### src/hdl/mbe_pkg.sv
`default_nettype none

package mbe_pkg;

  // Working word: signed Q4.28, the same format as the coordinate registers.
  localparam int FRAC_BITS = 28;
  localparam int WORD_W    = FRAC_BITS + 4;

  localparam int PAL_DEPTH = 1024;
  localparam int PAL_AW    = $clog2(PAL_DEPTH);
  localparam int ITER_W    = 10;
  localparam int LIMIT_W   = 11;
  localparam int HEIGHT_W  = 13;
  localparam int STEP_W    = 29;
  localparam int PIX_W     = 12;
  localparam int CH_W      = 8;
  localparam int MAX_CH    = 4;

  localparam int CFG_IDX_W  = 3;
  localparam int CFG_DATA_W = 32;

  localparam logic [CFG_IDX_W-1:0] CFG_X_MIN      = 3'd0;
  localparam logic [CFG_IDX_W-1:0] CFG_X_STEP     = 3'd1;
  localparam logic [CFG_IDX_W-1:0] CFG_Y_MIN      = 3'd2;
  localparam logic [CFG_IDX_W-1:0] CFG_Y_STEP     = 3'd3;
  localparam logic [CFG_IDX_W-1:0] CFG_ITER_LIMIT = 3'd4;
  localparam logic [CFG_IDX_W-1:0] CFG_HEIGHT     = 3'd5;

  localparam logic ACT_LOAD  = 1'b0;
  localparam logic ACT_PIXEL = 1'b1;

  // Escape threshold 4.0 in the 33-bit sum of the two squares.
  localparam logic [WORD_W:0] ESCAPE_LIM = (WORD_W+1)'(4) << FRAC_BITS;

  localparam logic [LIMIT_W-1:0] LIMIT_CAP = 11'd1024;

  typedef struct packed {
    logic capture;    // pixel item accepted
    logic pal_wr;     // palette load accepted
    logic coord_mul;  // index times step
    logic coord_sum;  // base plus offset, clear z
    logic iter_mul;   // x*x, y*y, x*y
    logic iter_sat;   // scale and saturate products
    logic iter_upd;   // escape test and z update
    logic pal_rd;     // palette read at the count
    logic out_load;   // load the result register
  } mbe_cmd_t;

  typedef struct packed {
    logic iter_done;
  } mbe_sts_t;

  // Saturate a signed value to the working word.
  function automatic logic signed [WORD_W-1:0] sat_word(input logic signed [63:0] v);
    logic hi_ones;
    logic hi_zeros;
    hi_ones  = &v[63:WORD_W-1];
    hi_zeros = ~|v[63:WORD_W-1];
    if (hi_ones || hi_zeros) begin
      sat_word = v[WORD_W-1:0];
    end else if (v[63]) begin
      sat_word = {1'b1, {(WORD_W-1){1'b0}}};
    end else begin
      sat_word = {1'b0, {(WORD_W-1){1'b1}}};
    end
  endfunction

endpackage

`default_nettype wire

### src/hdl/mbe_ctrl.sv
`default_nettype none

module mbe_ctrl (
  input  wire logic             clk,
  input  wire logic             rst_n,
  input  wire logic             in_valid,
  input  wire logic             in_action,
  output logic                  in_stall,
  output logic                  out_valid,
  input  wire logic             out_stall,
  input  mbe_pkg::mbe_sts_t     sts,
  output mbe_pkg::mbe_cmd_t     cmd
);

  import mbe_pkg::*;

  localparam logic [2:0] ST_IDLE = 3'd0;
  localparam logic [2:0] ST_CMUL = 3'd1;
  localparam logic [2:0] ST_CSUM = 3'd2;
  localparam logic [2:0] ST_IMUL = 3'd3;
  localparam logic [2:0] ST_ISAT = 3'd4;
  localparam logic [2:0] ST_IUPD = 3'd5;
  localparam logic [2:0] ST_PRD  = 3'd6;
  localparam logic [2:0] ST_OUT  = 3'd7;

  logic [2:0] state_r;
  logic [2:0] state_nxt;
  logic       out_valid_r;
  logic       out_valid_nxt;
  logic       out_free;

  assign out_free  = !out_valid_r || !out_stall;
  assign in_stall  = (state_r != ST_IDLE);
  assign out_valid = out_valid_r;

  always_comb begin
    cmd           = '0;
    cmd.capture   = (state_r == ST_IDLE) && in_valid && (in_action == ACT_PIXEL);
    cmd.pal_wr    = (state_r == ST_IDLE) && in_valid && (in_action == ACT_LOAD);
    cmd.coord_mul = (state_r == ST_CMUL);
    cmd.coord_sum = (state_r == ST_CSUM);
    cmd.iter_mul  = (state_r == ST_IMUL);
    cmd.iter_sat  = (state_r == ST_ISAT);
    cmd.iter_upd  = (state_r == ST_IUPD);
    cmd.pal_rd    = (state_r == ST_PRD);
    cmd.out_load  = (state_r == ST_OUT) && out_free;
  end

  always_comb begin
    state_nxt = state_r;
    unique case (state_r)
      ST_IDLE: if (cmd.capture) begin
        state_nxt = ST_CMUL;
      end
      ST_CMUL: state_nxt = ST_CSUM;
      ST_CSUM: state_nxt = ST_IMUL;
      ST_IMUL: state_nxt = ST_ISAT;
      ST_ISAT: state_nxt = ST_IUPD;
      ST_IUPD: state_nxt = sts.iter_done ? ST_PRD : ST_IMUL;
      ST_PRD:  state_nxt = ST_OUT;
      ST_OUT:  if (out_free) begin
        state_nxt = ST_IDLE;
      end
      default: state_nxt = ST_IDLE;
    endcase
  end

  // A new result is only loaded once the previous one has gone.
  always_comb begin
    out_valid_nxt = out_valid_r;
    priority if (cmd.out_load) begin
      out_valid_nxt = 1'b1;
    end else if (out_valid_r && !out_stall) begin
      out_valid_nxt = 1'b0;
    end
  end

  always_ff @(posedge clk) begin
    if (!rst_n) begin
      state_r     <= ST_IDLE;
      out_valid_r <= 1'b0;
    end else begin
      state_r     <= state_nxt;
      out_valid_r <= out_valid_nxt;
    end
  end

endmodule

`default_nettype wire

### config.mk
export PLATFORM = sky130hd
export DESIGN_NAME = mbe_ctrl
export DESIGN_NICKNAME = d
export VERILOG_FILES = /design/src/hdl/mbe_pkg.sv /design/src/hdl/mbe_ctrl.sv
export SDC_FILE = /design/constraint.sdc
export NUM_CORES = 1
export LEC_CHECK = 0
export ABC_AREA = 0
export BUFFER_PORTS_ARGS = -buffer_cell sky130_fd_sc_hd__buf_4
export CAP_MARGIN = 20
export CORE_AREA = 2 2 39 41
export CTS_CLUSTER_SIZE = 14
export DETAILED_ROUTE_END_ITERATION = 16
export DIE_AREA = 0 0 41 43
export PLACE_DENSITY = 0.42
export SYNTH_ARGS = -nofsm -noshare
export SYNTH_HDL_FRONTEND = slang
export SYNTH_SLANG_ARGS = --single-unit
### constraint.sdc
create_clock -name clk -period 1.8 [get_ports clk]
set_input_delay 0.27 -clock clk [delete_from_list [all_inputs] [get_ports clk]]
set_output_delay 0.27 -clock clk [all_outputs]
set_load 0.01 [all_outputs]
==> impl_metrics.csv, run 1 <==
group,metric,value,unit
logic_synthesis,yosysUniqueCellTypes,19,
timing,fin_skew,0.728,ps
die,start_util,20.5,%
placed_design,place_ws,530,ps
worst_setup_path,start_kind,"register",
layout,multi_input_area,159,µm²
timing,worst_slack,321,ps
cts,root_buffer,"clkbuf_4",
flow_run,drv_cap,0,
placed_design,dpl_cell_area,387,µm²
placed_design,dpl.hpwl,473,µm
detailed_routing,drtAntennaViolNets,0,
grt,grt_max_degree,14,
timing,tightest_slew,382,ps
timing,slew_viol_final,0,
detailed_routing,routed_wl,604,µm
cts,clk_latency,230,ps
cts,clock-sinks,4,
worst_setup_path,crit_chain,"inv_1, nor3b_1, buf_4",
timing,slew_headroom,74.5,%
cts,cts.path.max_buffers,2,
timing,hold_viol,0,
worst_setup_path,arrival,1210,ps
cts,cts_buffers,3,
timing,fmaxAchievable,676,MHz
die,fp.dieH,43,µm
layout,register_area,80.1,µm²
grt,gr-total-overflow,0,
grt,grt_usage,7.25,%
pwr,ir_drop,0.469,mV
pwr,cellPowerDensity,673,mW/mm²
cts,cts_tree,"yes",
logic_synthesis,synth_area_leaders,"dfxtp_1 28%, a21boi_1 7.9%, buf_6 7.9%, nor3b_1 7.9%, a21oi_1 7.0%",
worst_setup_path,r2r-end,"state_r[2]",
worst_setup_path,cp.buffers_inverters,2,
timing,post-route-period-util,82.2,%
min_path,holdPathStages,2,
layout,utilization,29.6,%
detailed_routing,vias,298,
logic_synthesis,synth_warnings,0,
placed_design,port-buffer-count,16,
logic_synthesis,yosys.area.top_type,"dfxtp_1",
worst_setup_path,critPathSlowestCell,"dfxtp_1",
logic_synthesis,syn_inst,36,
outcome,run_status,"finished clean",
die,ios,17,
worst_setup_path,ff2ff_setup_slack,750,ps
detailed_routing,post_drt_via_cell_ratio,4.45,
worst_setup_path,worstRegToRegCells,3,
pwr,totalPowerFinal,0.275,mW
grt,antenna_found_initial,0,
detailed_routing,dr.first_iter.drc_count,8,
layout,drive_gt1_share,41.2,%
cts,cts_hold_buf,0,
logic_synthesis,synth.avg_cell_area,7.89,µm²
min_path,hold_path_end,"state_r[2]",
worst_setup_path,max_stage_delay,480,ps
worst_setup_path,r2r-start,"state_r[1]",
cts,cts_setup_buffers,0,
worst_setup_path,cp_data_required_time,1530,ps
logic_synthesis,synth_seq_cells,4,
die,die_area,0.00176,mm²
grt,grt_pass1_wl,834,µm
grt,grt_pass1_vias,215,
layout,fillCellCount,168,
detailed_routing,drc,0,
logic_synthesis,syn_area,284,µm²
timing,rsz0062_at_grt,"no",
layout,syn_to_final_growth,44.1,%
worst_setup_path,path_max_fanout,9,
detailed_routing,firstDrtPassIters,3,
min_path,min-delay-start,"rst_n",
layout,design_area,409,µm²
timing,min_period,1480,ps
die,die_w,41,µm
layout,n_antenna_cell,0,
cts,clk_pin_slew,40,ps
min_path,hold_path_class,"input pin to register",
die,core_area,0.00138,mm²
logic_synthesis,ys_seq_area_share,28.2,%
placed_design,gp_congestion,0.691,
die,rows,14,
timing,tns,0,ps
timing,finalSetupViolCount,0,
logic_synthesis,syn_nets,42,
worst_setup_path,cp-startpoint,"state_r[0]",
layout,nets,59,
worst_setup_path,critPathKind,"register to output port",
detailed_routing,routedWlPerCell,9.01,µm
cts,cts_resized,0,
pwr,power_leakage,0.203,nW
logic_synthesis,yosysTopAreaCellShare,28.2,%
cts,ctsHtreeMaxLevel,1,
worst_setup_path,critPathTopFamily,"flip-flops",
worst_setup_path,endpoint_kind,"output port",
-- cell usage in the layout, fill, tap and decap left out, types with 2 or more instances in the layout --
cell type   n
nor2_1      3
clkbuf_4    3
a21oi_1     4
and3_1      2
nor3b_1     3
nand2_1     2
a21boi_1    3
inv_1       2
buf_4      16
dfxtp_1     4
-- flip-flops by register name (all words and copies together) (netlist names) --
name	flops
state_r	3
out_valid	1
-- layout make-up --
cell class	count	area share, %
inverters	2	1.83
flip-flops and latches	4	19.6
repair buffers	16	29.4
multi-input cells	26	38.8
clock buffers	3	5.50
well taps	16	4.89
-- logic make-up after synthesis --
group,Yosys count,synth area share [%]
flops,4,28.2
compound gates,11,25.6
buf+inv,6,15.9
simple gates,15,30.4
-- worst max-delay path by stage --
stage,to,slack [ps],cells after the start
finish,cmd[2],320,3
global placement,cmd[2],510,3
CTS,cmd[2],280,3
global route,cmd[6],220,3
detailed placement,cmd[2],530,3
floorplan,cmd[7],690,4
-- synth_stat cells --
library cell	instances
nand2_2	1
a21boi_1	3
and3_1	2
o221a_1	1
buf_6	2
o21a_1	1
nor2_1	3
nand2b_1	1
nor3_2	1
o21ai_0	1
nand3_1	1
nor3_1	1
nand2_1	2
a21oi_1	4
a31oi_1	1
buf_4	2
nor3b_1	3
inv_1	2
dfxtp_1	4
-- stage by stage --
stage	std cells	hold WS, ps
2_1_floorplan	36	388
3_3_place_gp	64	507
3_5_place_dp	64	503
4_1_cts	67	264
5_1_grt	67	264
6_report	67	269
-- layer usage --
| metal | wire, µm | global-route usage, % | part of all wire [%] | vias up |
|---|---|---|---|---|
| met5 | 0 | 0 | 0 | - |
| met4 | 0 | 2.00 | 0 | 0 |
| met3 | 51 | 6.28 | 8.4 | 0 |
| met2 | 269 | 9.06 | 45 | 11 |
| met1 | 283 | 9.09 | 47 | 130 |
| li1 | - | - | - | 157 |
-- where the power goes --
group | switching, mW | internal, mW
Clock | 0.0317 | 0.0743
Combinational | 0.0262 | 0.0357
Sequential | 0.0133 | 0.0941
(Power assumes the default switching activity.)
==> inputs of run 2 (changes only) <==
--- a/config.mk
+++ b/config.mk
@@ -12,7 +12,7 @@
 export CTS_CLUSTER_SIZE = 14
 export DETAILED_ROUTE_END_ITERATION = 16
 export DIE_AREA = 0 0 41 43
-export PLACE_DENSITY = 0.42
+export PLACE_DENSITY = 0.44
 export SYNTH_ARGS = -nofsm -noshare
 export SYNTH_HDL_FRONTEND = slang
 export SYNTH_SLANG_ARGS = --single-unit
==> constraint.sdc (replaced) <==
create_clock -name clk -period 1.3 [get_ports clk]
set_input_delay 0.195 -clock clk [delete_from_list [all_inputs] [get_ports clk]]
set_output_delay 0.195 -clock clk [all_outputs]
set_load 0.01 [all_outputs]
==> impl_metrics.csv, run 2 (synthesized netlist as in run 1, its figures left out) <==
group,metric,value,unit
layout,n_antenna_cell,0,
timing,slew_viol_final,0,
cts,cts.path.max_buffers,2,
detailed_routing,firstDrtPassIters,3,
pwr,power_leakage,0.223,nW
pwr,combPwrFrac,25.4,%
cts,clk_latency,230,ps
detailed_routing,routed_wl,763,µm
cts,ctsHtreeMaxLevel,1,
pwr,p_switching,0.112,mW
grt,antenna_found_initial,0,
worst_setup_path,cp.buffers_inverters,1,
worst_setup_path,max_stage_delay,380,ps
cts,cts_hold_buf,0,
cts,clk_pin_slew,40,ps
timing,min_period,1270,ps
cts,cts_buffers,3,
worst_setup_path,critPathSlowestCell,"dfxtp_4",
cts,root_buffer,"clkbuf_4",
min_path,hold_path_class,"input pin to register",
layout,design_area,455,µm²
worst_setup_path,path_max_fanout,12,
detailed_routing,routedWlPerCell,10.9,µm
timing,fmaxAchievable,788,MHz
pwr,seqPwrFrac,36.5,%
placed_design,port-buffer-count,16,
die,rows,14,
detailed_routing,vias,317,
placed_design,dpl_cell_area,387,µm²
detailed_routing,drtAntennaViolNets,0,
die,core_area,0.00138,mm²
layout,syn_to_final_growth,60.4,%
pwr,ir_drop,0.362,mV
grt,grt_pass1_vias,224,
timing,whs,201,ps
timing,fin_skew,0.771,ps
detailed_routing,dr.first_iter.drc_count,6,
detailed_routing,drc,0,
outcome,run_status,"finished clean",
worst_setup_path,start_kind,"register",
layout,regMostFlops,"state_r",
worst_setup_path,critPathKind,"register to output port",
timing,post-route-period-util,97.6,%
detailed_routing,post_drt_via_cell_ratio,4.53,
timing,hold_viol,0,
timing,rsz0062_at_grt,"yes",
pwr,switching_share,27.8,%
timing,finalSetupViolCount,0,
die,ios,17,
pwr,cellPowerDensity,886,mW/mm²
worst_setup_path,ff2ff_setup_slack,350,ps
die,die_w,41,µm
grt,grt_pass1_wl,972,µm
grt,gr-total-overflow,0,
worst_setup_path,crit_chain,"nor3_4, and3_1, buf_4",
timing,slew_headroom,88.5,%
cts,cts_tree,"yes",
grt,grt_usage,8.84,%
pwr,pwr-share-clk,38.1,%
layout,fillCellCount,158,
pwr,internal_power,0.291,mW
grt,grt_max_degree,14,
worst_setup_path,arrival,1070,ps
layout,nets,62,
layout,drive_gt1_share,53.7,%
worst_setup_path,cp_data_required_time,1110,ps
layout,largest_reg_flops,3,
die,die_area,0.00176,mm²
die,start_util,20.5,%
placed_design,gp_congestion,0.697,
die,fp.dieH,43,µm
cts,clock-sinks,4,
timing,tightest_slew,172,ps
placed_design,dpl.hpwl,494,µm
flow_run,drv_cap,0,
worst_setup_path,critPathTopFamily,"flip-flops",
worst_setup_path,endpoint_kind,"output port",
layout,final_common_cell,"buf_4",
==> run 2: power by group through the flow <==
stage                     logic [mW]  registers (mW)  clock network, mW
after floorplan               0.0651           0.136                  0
after global placement        0.0877           0.152                  0
after detailed placement      0.0868           0.152                  0
after CTS                     0.0952           0.150              0.162
after global routing           0.114           0.150              0.165
final                          0.103           0.147              0.154
==> run 2: worst reg2reg max path, stage by stage (launching register included) <==
cell and delay [ps]:
dfxtp_4 380, buf_2 160, a21oi_1 70, o221a_1 230
==> run 2: path summary, 6_finish.rpt <==
| check | startpoint | to | cells past startpoint |
|---|---|---|---|
| setup reg to reg | state_r[0] | state_r[0] | 3 |
| hold reg to reg | out_valid | state_r[1] | 2 |
| setup / recovery | state_r[2] | cmd[8] | 3 |
| hold / removal | rst_n | state_r[2] | 2 |
==> run 2: stage by stage <==
step | utilization (%) | setup WS (ps) | cells | TNS, ps | power [mW]
2_1_floorplan | - | 263 | 36 | 0 | 0.201
3_3_place_gp | 27.9 | 78.7 | 64 | 0 | 0.240
3_5_place_dp | 27.9 | 93.7 | 64 | 0 | 0.239
4_1_cts | 31.4 | 4.16 | 68 | 0 | 0.408
5_1_grt | 32.9 | -35.1 | 70 | -89.6 | 0.429
6_report | 32.9 | 31.3 | 70 | 0 | 0.403
==> run 2: cell type report <==
class	count	area, µm²	share of cell area (%)
tap	16	20.0	4.40
multi-input combinational	26	174	38.2
sequential	4	91.3	20.1
clock buffer	3	22.5	4.95
timing repair buffer	19	140	30.8
inverter	2	7.51	1.65
==> run 2: what timing repair did <==
action                                  in CTS  in global routing
setup buffers                                1                  2
gates resized for setup                      7                  3
pin swaps                                    1                  2
endpoints found under the setup margin      10                  5
gates cloned                                 0                  0
==> run 2: layer usage <==
layer | global-route usage, % | vias up | wire, µm
li1 | - | 162 | -
met1 | 11.9 | 141 | 343
met2 | 10.3 | 12 | 349
met3 | 3.14 | 2 | 55
met4 | 8.00 | 0 | 14
met5 | 0 | - | 0
